<file path="config.mk">
export PLATFORM = sky130hd
export DESIGN_NAME = matrix_keypad_code_entry_flat
export DESIGN_NICKNAME = d
export VERILOG_FILES = /design/src/rtl/mkce_pkg.sv /design/src/rtl/mkce_in_if.sv /design/src/rtl/mkce_out_if.sv /design/src/rtl/matrix_keypad_code_entry.sv /design/src/flat_wrapper.sv
export SDC_FILE = /design/constraint.sdc
export NUM_CORES = 1
export LEC_CHECK = 0
export ABC_AREA = 0
export BUFFER_PORTS_ARGS = -buffer_cell sky130_fd_sc_hd__buf_4
export CAP_MARGIN = 20
export CORE_MARGIN = 5
export CORE_UTILIZATION = 38
export DETAILED_ROUTE_END_ITERATION = 7
export HOLD_SLACK_MARGIN = 0.03
export SETUP_SLACK_MARGIN = 0.1
export SLEW_MARGIN = 20
export SYNTH_ARGS = -nofsm -noshare
export SYNTH_HDL_FRONTEND = slang
export SYNTH_SLANG_ARGS = --single-unit
</file>
<file path="constraint.sdc">
create_clock -name i_clk -period 9.2 [get_ports i_clk]
set_clock_uncertainty 0.05 [all_clocks]
set_input_delay 0.92 -clock i_clk [delete_from_list [all_inputs] [get_ports i_clk]]
set_output_delay 0.92 -clock i_clk [all_outputs]
set_load 0.005 [all_outputs]
</file>
<file path="src/rtl/mkce_pkg.sv">
package mkce_pkg;

    localparam int unsigned KEYS_N      = 16;
    localparam int unsigned KEY_W       = 4;
    localparam int unsigned CODE_LEN    = 4;
    localparam int unsigned ENTERED_W   = 2;
    localparam int unsigned DEBOUNCE_W  = 10;
    localparam int unsigned TIMEOUT_W   = 16;
    localparam int unsigned TIMER_W     = 17;
    localparam int unsigned STATUS_W    = 2;
    localparam int unsigned CFG_IDX_W   = 1;
    localparam int unsigned CFG_DATA_W  = 16;

    localparam logic [DEBOUNCE_W-1:0] COUNT_MAX         = '1;
    localparam logic [TIMER_W-1:0]    TIMER_MAX         = '1;
    localparam logic [DEBOUNCE_W-1:0] DEBOUNCE_RESET    = DEBOUNCE_W'(40);
    localparam logic [TIMEOUT_W-1:0]  TIMEOUT_RESET     = TIMEOUT_W'(5000);
    localparam logic [ENTERED_W-1:0]  LAST_KEY_SLOT     = ENTERED_W'(CODE_LEN - 1);

    localparam logic [CFG_IDX_W-1:0]  REG_DEBOUNCE_MS   = CFG_IDX_W'(0);
    localparam logic [CFG_IDX_W-1:0]  REG_TIMEOUT_MS    = CFG_IDX_W'(1);

    typedef enum logic [1:0] {
        MODE_SCANNING = 2'd0,
        MODE_DEBOUNCE = 2'd1,
        MODE_HOLD     = 2'd2
    } t_scan_mode;

    typedef enum logic [STATUS_W-1:0] {
        STATUS_NONE     = 2'd0,
        STATUS_COMPLETE = 2'd1,
        STATUS_TIMEOUT  = 2'd2
    } t_code_status;

    typedef logic [KEY_W-1:0] t_key;

endpackage

</file>
<file path="src/rtl/mkce_in_if.sv">
interface mkce_in_if;
    logic                               valid;
    logic                               ready;
    logic [mkce_pkg::KEYS_N-1:0]        pressed_keys;

    modport source (output valid, output pressed_keys, input ready);
    modport sink   (input valid, input pressed_keys, output ready);
endinterface

</file>
<file path="src/rtl/mkce_out_if.sv">
interface mkce_out_if;
    logic                               valid;
    logic                               ready;
    logic [mkce_pkg::STATUS_W-1:0]      code_status;
    logic [mkce_pkg::KEY_W-1:0]         first_key;
    logic [mkce_pkg::KEY_W-1:0]         second_key;
    logic [mkce_pkg::KEY_W-1:0]         third_key;
    logic [mkce_pkg::KEY_W-1:0]         fourth_key;

    modport source (output valid, output code_status, output first_key, output second_key,
                    output third_key, output fourth_key, input ready);
    modport sink   (input valid, input code_status, input first_key, input second_key,
                    input third_key, input fourth_key, output ready);
endinterface

</file>
<file path="src/rtl/matrix_keypad_code_entry.sv">
// Channel   Direction  Payload
// i_in      in         pressed_keys (16 bit snapshot, one per tick)
// o_out     out        code_status, first_key, second_key, third_key, fourth_key
// i_cfg_*   in         register write: debounce_ms (index 0), timeout_ms (index 1)
//
// Every accepted snapshot yields exactly one result, registered and shown in the next cycle.
// A new snapshot is taken in every cycle while the result register is empty or
// its transfer completes in that cycle, so the sustained rate is one item per clock.
// Synchronous active-low reset clears the keypad machine, the code timer and the
// output valid, and loads the register defaults of 40 and 5000 ticks.
// A stalled result holds its register and blocks new input until it is taken.
module matrix_keypad_code_entry (
    input  logic                              i_clk,
    input  logic                              i_rst_n,
    input  logic                              i_cfg_we,
    input  logic [mkce_pkg::CFG_IDX_W-1:0]    i_cfg_index,
    input  logic [mkce_pkg::CFG_DATA_W-1:0]   i_cfg_data,
    mkce_in_if.sink                           i_in,
    mkce_out_if.source                        o_out
);
    import mkce_pkg::*;

    logic [DEBOUNCE_W-1:0] r_debounce_ms;
    logic [TIMEOUT_W-1:0]  r_timeout_ms;

    t_scan_mode            r_mode, n_mode;
    t_key                  r_candidate, n_candidate;
    logic [DEBOUNCE_W-1:0] r_count, n_count;
    logic [ENTERED_W-1:0]  r_keys_entered, n_keys_entered;
    logic [TIMER_W-1:0]    r_timer, n_timer;
    logic                  r_running, n_running;
    t_key                  r_code_store [CODE_LEN];

    logic                  r_out_valid;
    t_code_status          r_out_status, n_out_status;
    t_key                  r_out_keys [CODE_LEN];
    t_key                  n_out_keys [CODE_LEN];

    logic                  w_in_xfer;
    logic                  w_hit;
    t_key                  w_key;
    logic [DEBOUNCE_W-1:0] w_count_inc;
    logic                  w_release;
    logic [TIMER_W-1:0]    w_timer_tick;

    assign i_in.ready = !r_out_valid || o_out.ready;
    assign w_in_xfer  = i_in.valid && i_in.ready;

    always_comb begin
        w_hit = 1'b0;
        w_key = '0;
        for (int i = KEYS_N - 1; i >= 0; i--) begin
            if (i_in.pressed_keys[i]) begin
                w_hit = 1'b1;
                w_key = KEY_W'(i);
            end
        end
    end

    assign w_count_inc = (r_count < COUNT_MAX) ? r_count + DEBOUNCE_W'(1) : r_count;

    always_comb begin
        n_mode = r_mode;
        unique case (r_mode)
            MODE_SCANNING: begin
                if (w_hit) begin
                    n_mode = MODE_DEBOUNCE;
                end
            end
            MODE_DEBOUNCE: begin
                if (w_count_inc >= r_debounce_ms) begin
                    n_mode = (w_hit && w_key == r_candidate) ? MODE_HOLD : MODE_SCANNING;
                end
            end
            MODE_HOLD: begin
                if (!w_hit || w_key != r_candidate) begin
                    n_mode = MODE_SCANNING;
                end
            end
            default: begin
                n_mode = MODE_SCANNING;
            end
        endcase
    end

    always_comb begin
        n_candidate    = r_candidate;
        n_count        = r_count;
        w_release      = 1'b0;
        n_keys_entered = r_keys_entered;
        n_running      = r_running;
        n_out_status   = STATUS_NONE;
        for (int j = 0; j < CODE_LEN; j++) begin
            n_out_keys[j] = '0;
        end

        if (r_mode == MODE_SCANNING && w_hit) begin
            n_candidate = w_key;
            n_count     = '0;
        end else if (r_mode == MODE_DEBOUNCE) begin
            n_count = w_count_inc;
        end
        w_release = (r_mode == MODE_HOLD) && !w_hit;

        w_timer_tick = (r_running && r_timer < TIMER_MAX) ? r_timer + TIMER_W'(1) : r_timer;
        n_timer      = w_timer_tick;

        if (w_release && r_keys_entered == LAST_KEY_SLOT) begin
            n_running      = 1'b0;
            n_timer        = '0;
            n_keys_entered = '0;
            n_out_status   = STATUS_COMPLETE;
            for (int j = 0; j < CODE_LEN - 1; j++) begin
                n_out_keys[j] = r_code_store[j];
            end
            n_out_keys[CODE_LEN-1] = r_candidate;
        end else begin
            if (w_release) begin
                n_keys_entered = r_keys_entered + ENTERED_W'(1);
                if (r_keys_entered == '0) begin
                    n_running = 1'b1;
                end
            end
            if (w_timer_tick > {1'b0, r_timeout_ms}) begin
                n_keys_entered = '0;
                n_running      = 1'b0;
                n_timer        = '0;
                n_out_status   = STATUS_TIMEOUT;
            end
        end
    end

    always_ff @(posedge i_clk) begin
        if (!i_rst_n) begin
            r_debounce_ms <= DEBOUNCE_RESET;
            r_timeout_ms  <= TIMEOUT_RESET;
        end else if (i_cfg_we) begin
            unique case (i_cfg_index)
                REG_DEBOUNCE_MS: r_debounce_ms <= i_cfg_data[DEBOUNCE_W-1:0];
                REG_TIMEOUT_MS:  r_timeout_ms  <= i_cfg_data[TIMEOUT_W-1:0];
                default:         r_timeout_ms  <= r_timeout_ms;
            endcase
        end
    end

    always_ff @(posedge i_clk) begin
        if (!i_rst_n) begin
            r_mode         <= MODE_SCANNING;
            r_candidate    <= '0;
            r_count        <= '0;
            r_keys_entered <= '0;
            r_timer        <= '0;
            r_running      <= 1'b0;
        end else if (w_in_xfer) begin
            r_mode         <= n_mode;
            r_candidate    <= n_candidate;
            r_count        <= n_count;
            r_keys_entered <= n_keys_entered;
            r_timer        <= n_timer;
            r_running      <= n_running;
        end
    end

    always_ff @(posedge i_clk) begin
        if (w_in_xfer && w_release) begin
            r_code_store[r_keys_entered] <= r_candidate;
        end
    end

    always_ff @(posedge i_clk) begin
        if (!i_rst_n) begin
            r_out_valid <= 1'b0;
        end else if (w_in_xfer) begin
            r_out_valid <= 1'b1;
        end else if (o_out.ready) begin
            r_out_valid <= 1'b0;
        end
    end

    always_ff @(posedge i_clk) begin
        if (w_in_xfer) begin
            r_out_status <= n_out_status;
            r_out_keys   <= n_out_keys;
        end
    end

    assign o_out.valid       = r_out_valid;
    assign o_out.code_status = r_out_status;
    assign o_out.first_key   = r_out_keys[0];
    assign o_out.second_key  = r_out_keys[1];
    assign o_out.third_key   = r_out_keys[2];
    assign o_out.fourth_key  = r_out_keys[3];

`ifndef SYNTHESIS
    a_keys_zero_unless_complete: assert property (@(posedge i_clk) disable iff (!i_rst_n)
        (r_out_valid && r_out_status != STATUS_COMPLETE) |->
        (r_out_keys[0] == '0 && r_out_keys[1] == '0 && r_out_keys[2] == '0 &&
         r_out_keys[3] == '0))
        else $error("key fields set on a result that is not a complete code");

    a_timer_cleared_when_stopped: assert property (@(posedge i_clk) disable iff (!i_rst_n)
        !r_running |-> (r_timer == '0))
        else $error("code timer holds a count while stopped");

    a_complete_restarts_entry: assert property (@(posedge i_clk) disable iff (!i_rst_n)
        (w_in_xfer && n_out_status == STATUS_COMPLETE) |=>
        (r_keys_entered == '0 && !r_running))
        else $error("code entry not restarted after a complete code");

    a_no_accept_while_stalled: assert property (@(posedge i_clk) disable iff (!i_rst_n)
        (r_out_valid && !o_out.ready) |-> !w_in_xfer)
        else $error("snapshot taken while the result register is stalled");
`endif

endmodule
</file>
<file path="src/flat_wrapper.sv">
// flat-port wrapper written by rule: the top's interface ports become plain ports
module matrix_keypad_code_entry_flat import mkce_pkg::*;
  (i_clk, i_rst_n, i_cfg_we, i_cfg_index, i_cfg_data, i_in_valid, i_in_pressed_keys, i_in_ready, o_out_valid, o_out_code_status, o_out_first_key, o_out_second_key, o_out_third_key, o_out_fourth_key, o_out_ready);
  mkce_in_if i_in_i ();
  mkce_out_if o_out_i ();
  input  logic i_clk;
  input  logic i_rst_n;
  input  logic i_cfg_we;
  input  logic [mkce_pkg::CFG_IDX_W-1:0] i_cfg_index;
  input  logic [mkce_pkg::CFG_DATA_W-1:0] i_cfg_data;
  input wire logic [$bits(i_in_i.valid)-1:0] i_in_valid;
  input wire logic [$bits(i_in_i.pressed_keys)-1:0] i_in_pressed_keys;
  output wire logic [$bits(i_in_i.ready)-1:0] i_in_ready;
  output wire logic [$bits(o_out_i.valid)-1:0] o_out_valid;
  output wire logic [$bits(o_out_i.code_status)-1:0] o_out_code_status;
  output wire logic [$bits(o_out_i.first_key)-1:0] o_out_first_key;
  output wire logic [$bits(o_out_i.second_key)-1:0] o_out_second_key;
  output wire logic [$bits(o_out_i.third_key)-1:0] o_out_third_key;
  output wire logic [$bits(o_out_i.fourth_key)-1:0] o_out_fourth_key;
  input wire logic [$bits(o_out_i.ready)-1:0] o_out_ready;
  assign i_in_i.valid = i_in_valid;
  assign i_in_i.pressed_keys = i_in_pressed_keys;
  assign i_in_ready = i_in_i.ready;
  assign o_out_valid = o_out_i.valid;
  assign o_out_code_status = o_out_i.code_status;
  assign o_out_first_key = o_out_i.first_key;
  assign o_out_second_key = o_out_i.second_key;
  assign o_out_third_key = o_out_i.third_key;
  assign o_out_fourth_key = o_out_i.fourth_key;
  assign o_out_i.ready = o_out_ready;
  matrix_keypad_code_entry u_core (.i_clk(i_clk), .i_rst_n(i_rst_n), .i_cfg_we(i_cfg_we), .i_cfg_index(i_cfg_index), .i_cfg_data(i_cfg_data), .i_in(i_in_i), .o_out(o_out_i));
endmodule
</file>
==> flow_summary_export.csv <==
group,metric,value,unit
setup_path,path_cells,"nand4_4, nor2_2, nand3_2, nand3_1, nor3_1, or2_2, ha_1, a21oi_1, a21oi_1, a211oi_1, a31oi_1, a21oi_4, or3b_1, o311ai_2",
detailed_routing,vias,3893,
detailed_routing,vias_per_cell,5.10,
clock_tree,clock_sinks,93,
finish,layout_common_cells,"nand2_1, dfxtp_1, buf_4, inv_1, ha_1",
sta,finalCritPeriodShare,42.0,%
yosys,syn-num-nets,611,
sta,slew_viol_final,0,
finish,drive_above_1_share,14.9,%
clock_tree,cts_root_buffer,"clkbuf_16",
place,place.detailed.hpwl,7.85,mm
detailed_routing,maxUsedRoutingLayer,"met4",
setup_path,slowest_stage,"dfxtp_1",
place,io_buffers,57,
clock_tree,worstSkewPairLatency,0.35,ns
yosys,synth_area_leader_cell,"dfxtp_1",
detailed_routing,drc,0,
yosys,yosys.area_share.adder,8.06,%
global_route,globalRoute.totalOverflow,0,
yosys,yosys.area_share.simple,22.5,%
clock_tree,postCtsSetupRepairBufs,0,
setup_path,cp_common_cell,"a21oi_1",
clock_tree,clk_pin_slew,0.07,ns
sta,setup_tns,0,ns
yosys,yosys_most_used_dff,"dfxtp_1",
setup_path,startpoint_type,"flip-flop",
detailed_routing,dr.pass1.iters,5,
clock_tree,cts_resized,0,
sta,slew-limit-headroom,48.5,%
detailed_routing,drt_iter0_drc,126,
yosys,synth_seq_cells,93,
finish,insertedDiodeCount,0,
yosys,synthTopCellsByArea,"dfxtp_1, edfxtp_1, ha_1, nand2_1, a21boi_0",
hold_path,hold_class,"reg2reg",
yosys,synth_top_area_share,25.4,%
finish,layout_commonest_cell,"nand2_1",
setup_path,worstSetupEndpointType,"flip-flop",
yosys,synth_compound_area_share,16.0,%
floorplanning,die_w,124,um
global_route,antenna_found_initial,0,
detailed_routing,met3_length,386,um
finish,final_nets,656,
clock_tree,clockBufferDepth,2,
detailed_routing,wl_per_cell,13.9,um
finish,utilization,45.7,%
yosys,async_flop_share,0,%
power_and_ir_drop,p_leak,2.33,nW
global_route,grt_pass1_wl,18.3,mm
yosys,synth-edff-count,30,
global_route,track_usage,14.2,%
place,gp_congestion,0.830,
yosys,synthCells,541,
clock_tree,hold_buffers,0,
yosys,yosys.area_share.xor_xnor,3.53,%
power_and_ir_drop,vdd.ir_drop.worst,0.0902,mV
sta,setup_viol,0,
sta,tightest_slew,0.771,ns
yosys,seq_area_frac_synth,43.5,%
sta,finalCriticalPeriod,3.86,ns
yosys,mappedNetlistArea,4970,um2
power_and_ir_drop,power,0.000904,W
yosys,syn_avg_cell_area,9.18,um2
sta,rsz0062_at_grt,"no",
sta,hold_viol,0,
sta,whs,0.412,ns
setup_path,worstSetupPathType,"reg2reg",
yosys,synth_cell_type_count,54,
outcome,status,"completed",
clock_tree,cts_tree,"built",
detailed_routing,drt_wl_total,10.6,mm
finish,seqCellArea,2160,um2
yosys,synth_top_family_by_area,"simple AND/OR/NAND/NOR gates",
sta,fmax,0.259,GHz
detailed_routing,wl_met1,5.09,mm
setup_path,worstPathArrival,4.07,ns
floorplanning,std_cell_rows,41,
global_route,grt_max_degree,53,
yosys,ys_warn_count,0,
floorplanning,core,12700,um2
clock_tree,htree_levels,3,
finish,multi_input_area,2550,um2
setup_path,cp_max_fo,17,
flow_run,maxCapViolCount,0,
floorplanning,die_h,124,um
detailed_routing,met2_length,4.90,mm
floorplanning,dieArea,15500,um2
setup_path,r2r_slack,5.34,ns
detailed_routing,ant_nets,0,
global_route,grt_pass1_vias,3882,
finish,area_growth,17.1,%
floorplanning,io-pin-count,58,
floorplanning,start_util,39.0,%
setup_path,max_stage_delay,0.52,ns
setup_path,worst-endpoint-required,9.41,ns
power_and_ir_drop,p_per_area,155,nW/um2
finish,nFillCells,1273,
yosys,synth_mux_area_share,1.26,%
clock_tree,cts_buffers,9,
## cell type report
type                            count  share of cell area, %
Multi-Input combinational cell    386                   43.9
Inverter                           38                   2.45
Clock buffer                       10                   3.94
Clock inverter                      6                   1.31
Tap cell                          172                   3.70
Timing Repair Buffer               58                   7.49
Sequential cell                    93                   37.2
## worst paths after layout
| kind | startpoint | end | cells after the start |
|---|---|---|---|
| hold reg to reg | u_core.r_timeout_ms[5] | u_core.r_timeout_ms[5] | 2 |
| setup / recovery | u_core.r_timer[3] | u_core.r_timer[7] | 14 |
| hold / removal | u_core.r_timeout_ms[5] | u_core.r_timeout_ms[5] | 2 |
| setup reg to reg | u_core.r_timer[3] | u_core.r_timer[7] | 14 |
## cells in the mapped netlist (4+ instances only)
library cell / count
a211oi_1: 4
a21boi_0: 25
a21oi_1: 23
a31oi_1: 6
a32o_1: 11
and2_1: 25
and3_1: 8
clkbuf_1: 20
dfxtp_1: 63
edfxtp_1: 30
ha_1: 32
inv_1: 38
mux2i_1: 4
nand2_1: 80
nand2b_1: 5
nand3_1: 18
nand4_1: 14
nor2_1: 24
nor2b_1: 9
nor3_1: 14
o211ai_1: 11
o21ai_0: 13
xnor2_1: 14
xor2_1: 6
## sequential cells by signal (all words and copies together), names as in the netlist
register and cells:
u_core.o_out.valid 1, u_core.o_out.fourth_key 4, u_core.o_out.second_key 4, u_core.o_out.code_status 2, u_core.r_count 10, u_core.r_running 1
u_core.r_keys_entered 2, u_core.r_candidate 4, u_core.r_timeout_ms 16, u_core.r_debounce_ms 10, u_core.o_out.third_key 4, u_core.r_mode 2
u_core.r_timer 17, u_core.r_code_store 12, u_core.o_out.first_key 4
## power by group
part / switching (W) / total [W] / leakage, nW / internal (W)
Sequential: 0.00000674 / 0.000441 / 0.806 / 0.000435
Combinational: 0.0000427 / 0.0000760 / 1.37 / 0.0000333
Clock: 0.000169 / 0.000386 / 0.150 / 0.000217
Total: 0.000219 / 0.000904 / 2.33 / 0.000685
## metrics by stage
step / instances / area (um2) / worst slack, ns
after floorplan: 541 / 4970 / 5.98
after global placement: 747 / 5510 / 5.46
after detailed placement: 747 / 5510 / 5.36
after CTS: 763 / 5810 / 5.33
after global routing: 763 / 5810 / 5.03
final: 763 / 5810 / 5.34
## worst max-delay path: cells and delay by family, from the launching register on
| family | cells | cell delay [ns] |
|---|---|---|
| simple gates | 7 | 1.67 |
| compound gates | 6 | 1.20 |
| fa+ha+maj | 1 | 0.31 |
| flops | 1 | 0.52 |
## kinds of logic after synthesis
kind of cell,Yosys count
fa+ha+maj,32
buf+inv,62
mux,6
flops,93
simple gates,216
compound gates,112
xor+xnor,20
## per-layer routing
layer / vias up / global-route usage (%)
li1: 2013 / -
met1: 1802 / 18.5
met2: 62 / 22.5
met3: 16 / 2.70
met4: 0 / 6.90
met5: - / 0
Note: power is estimated with default switching activity, not from simulation.
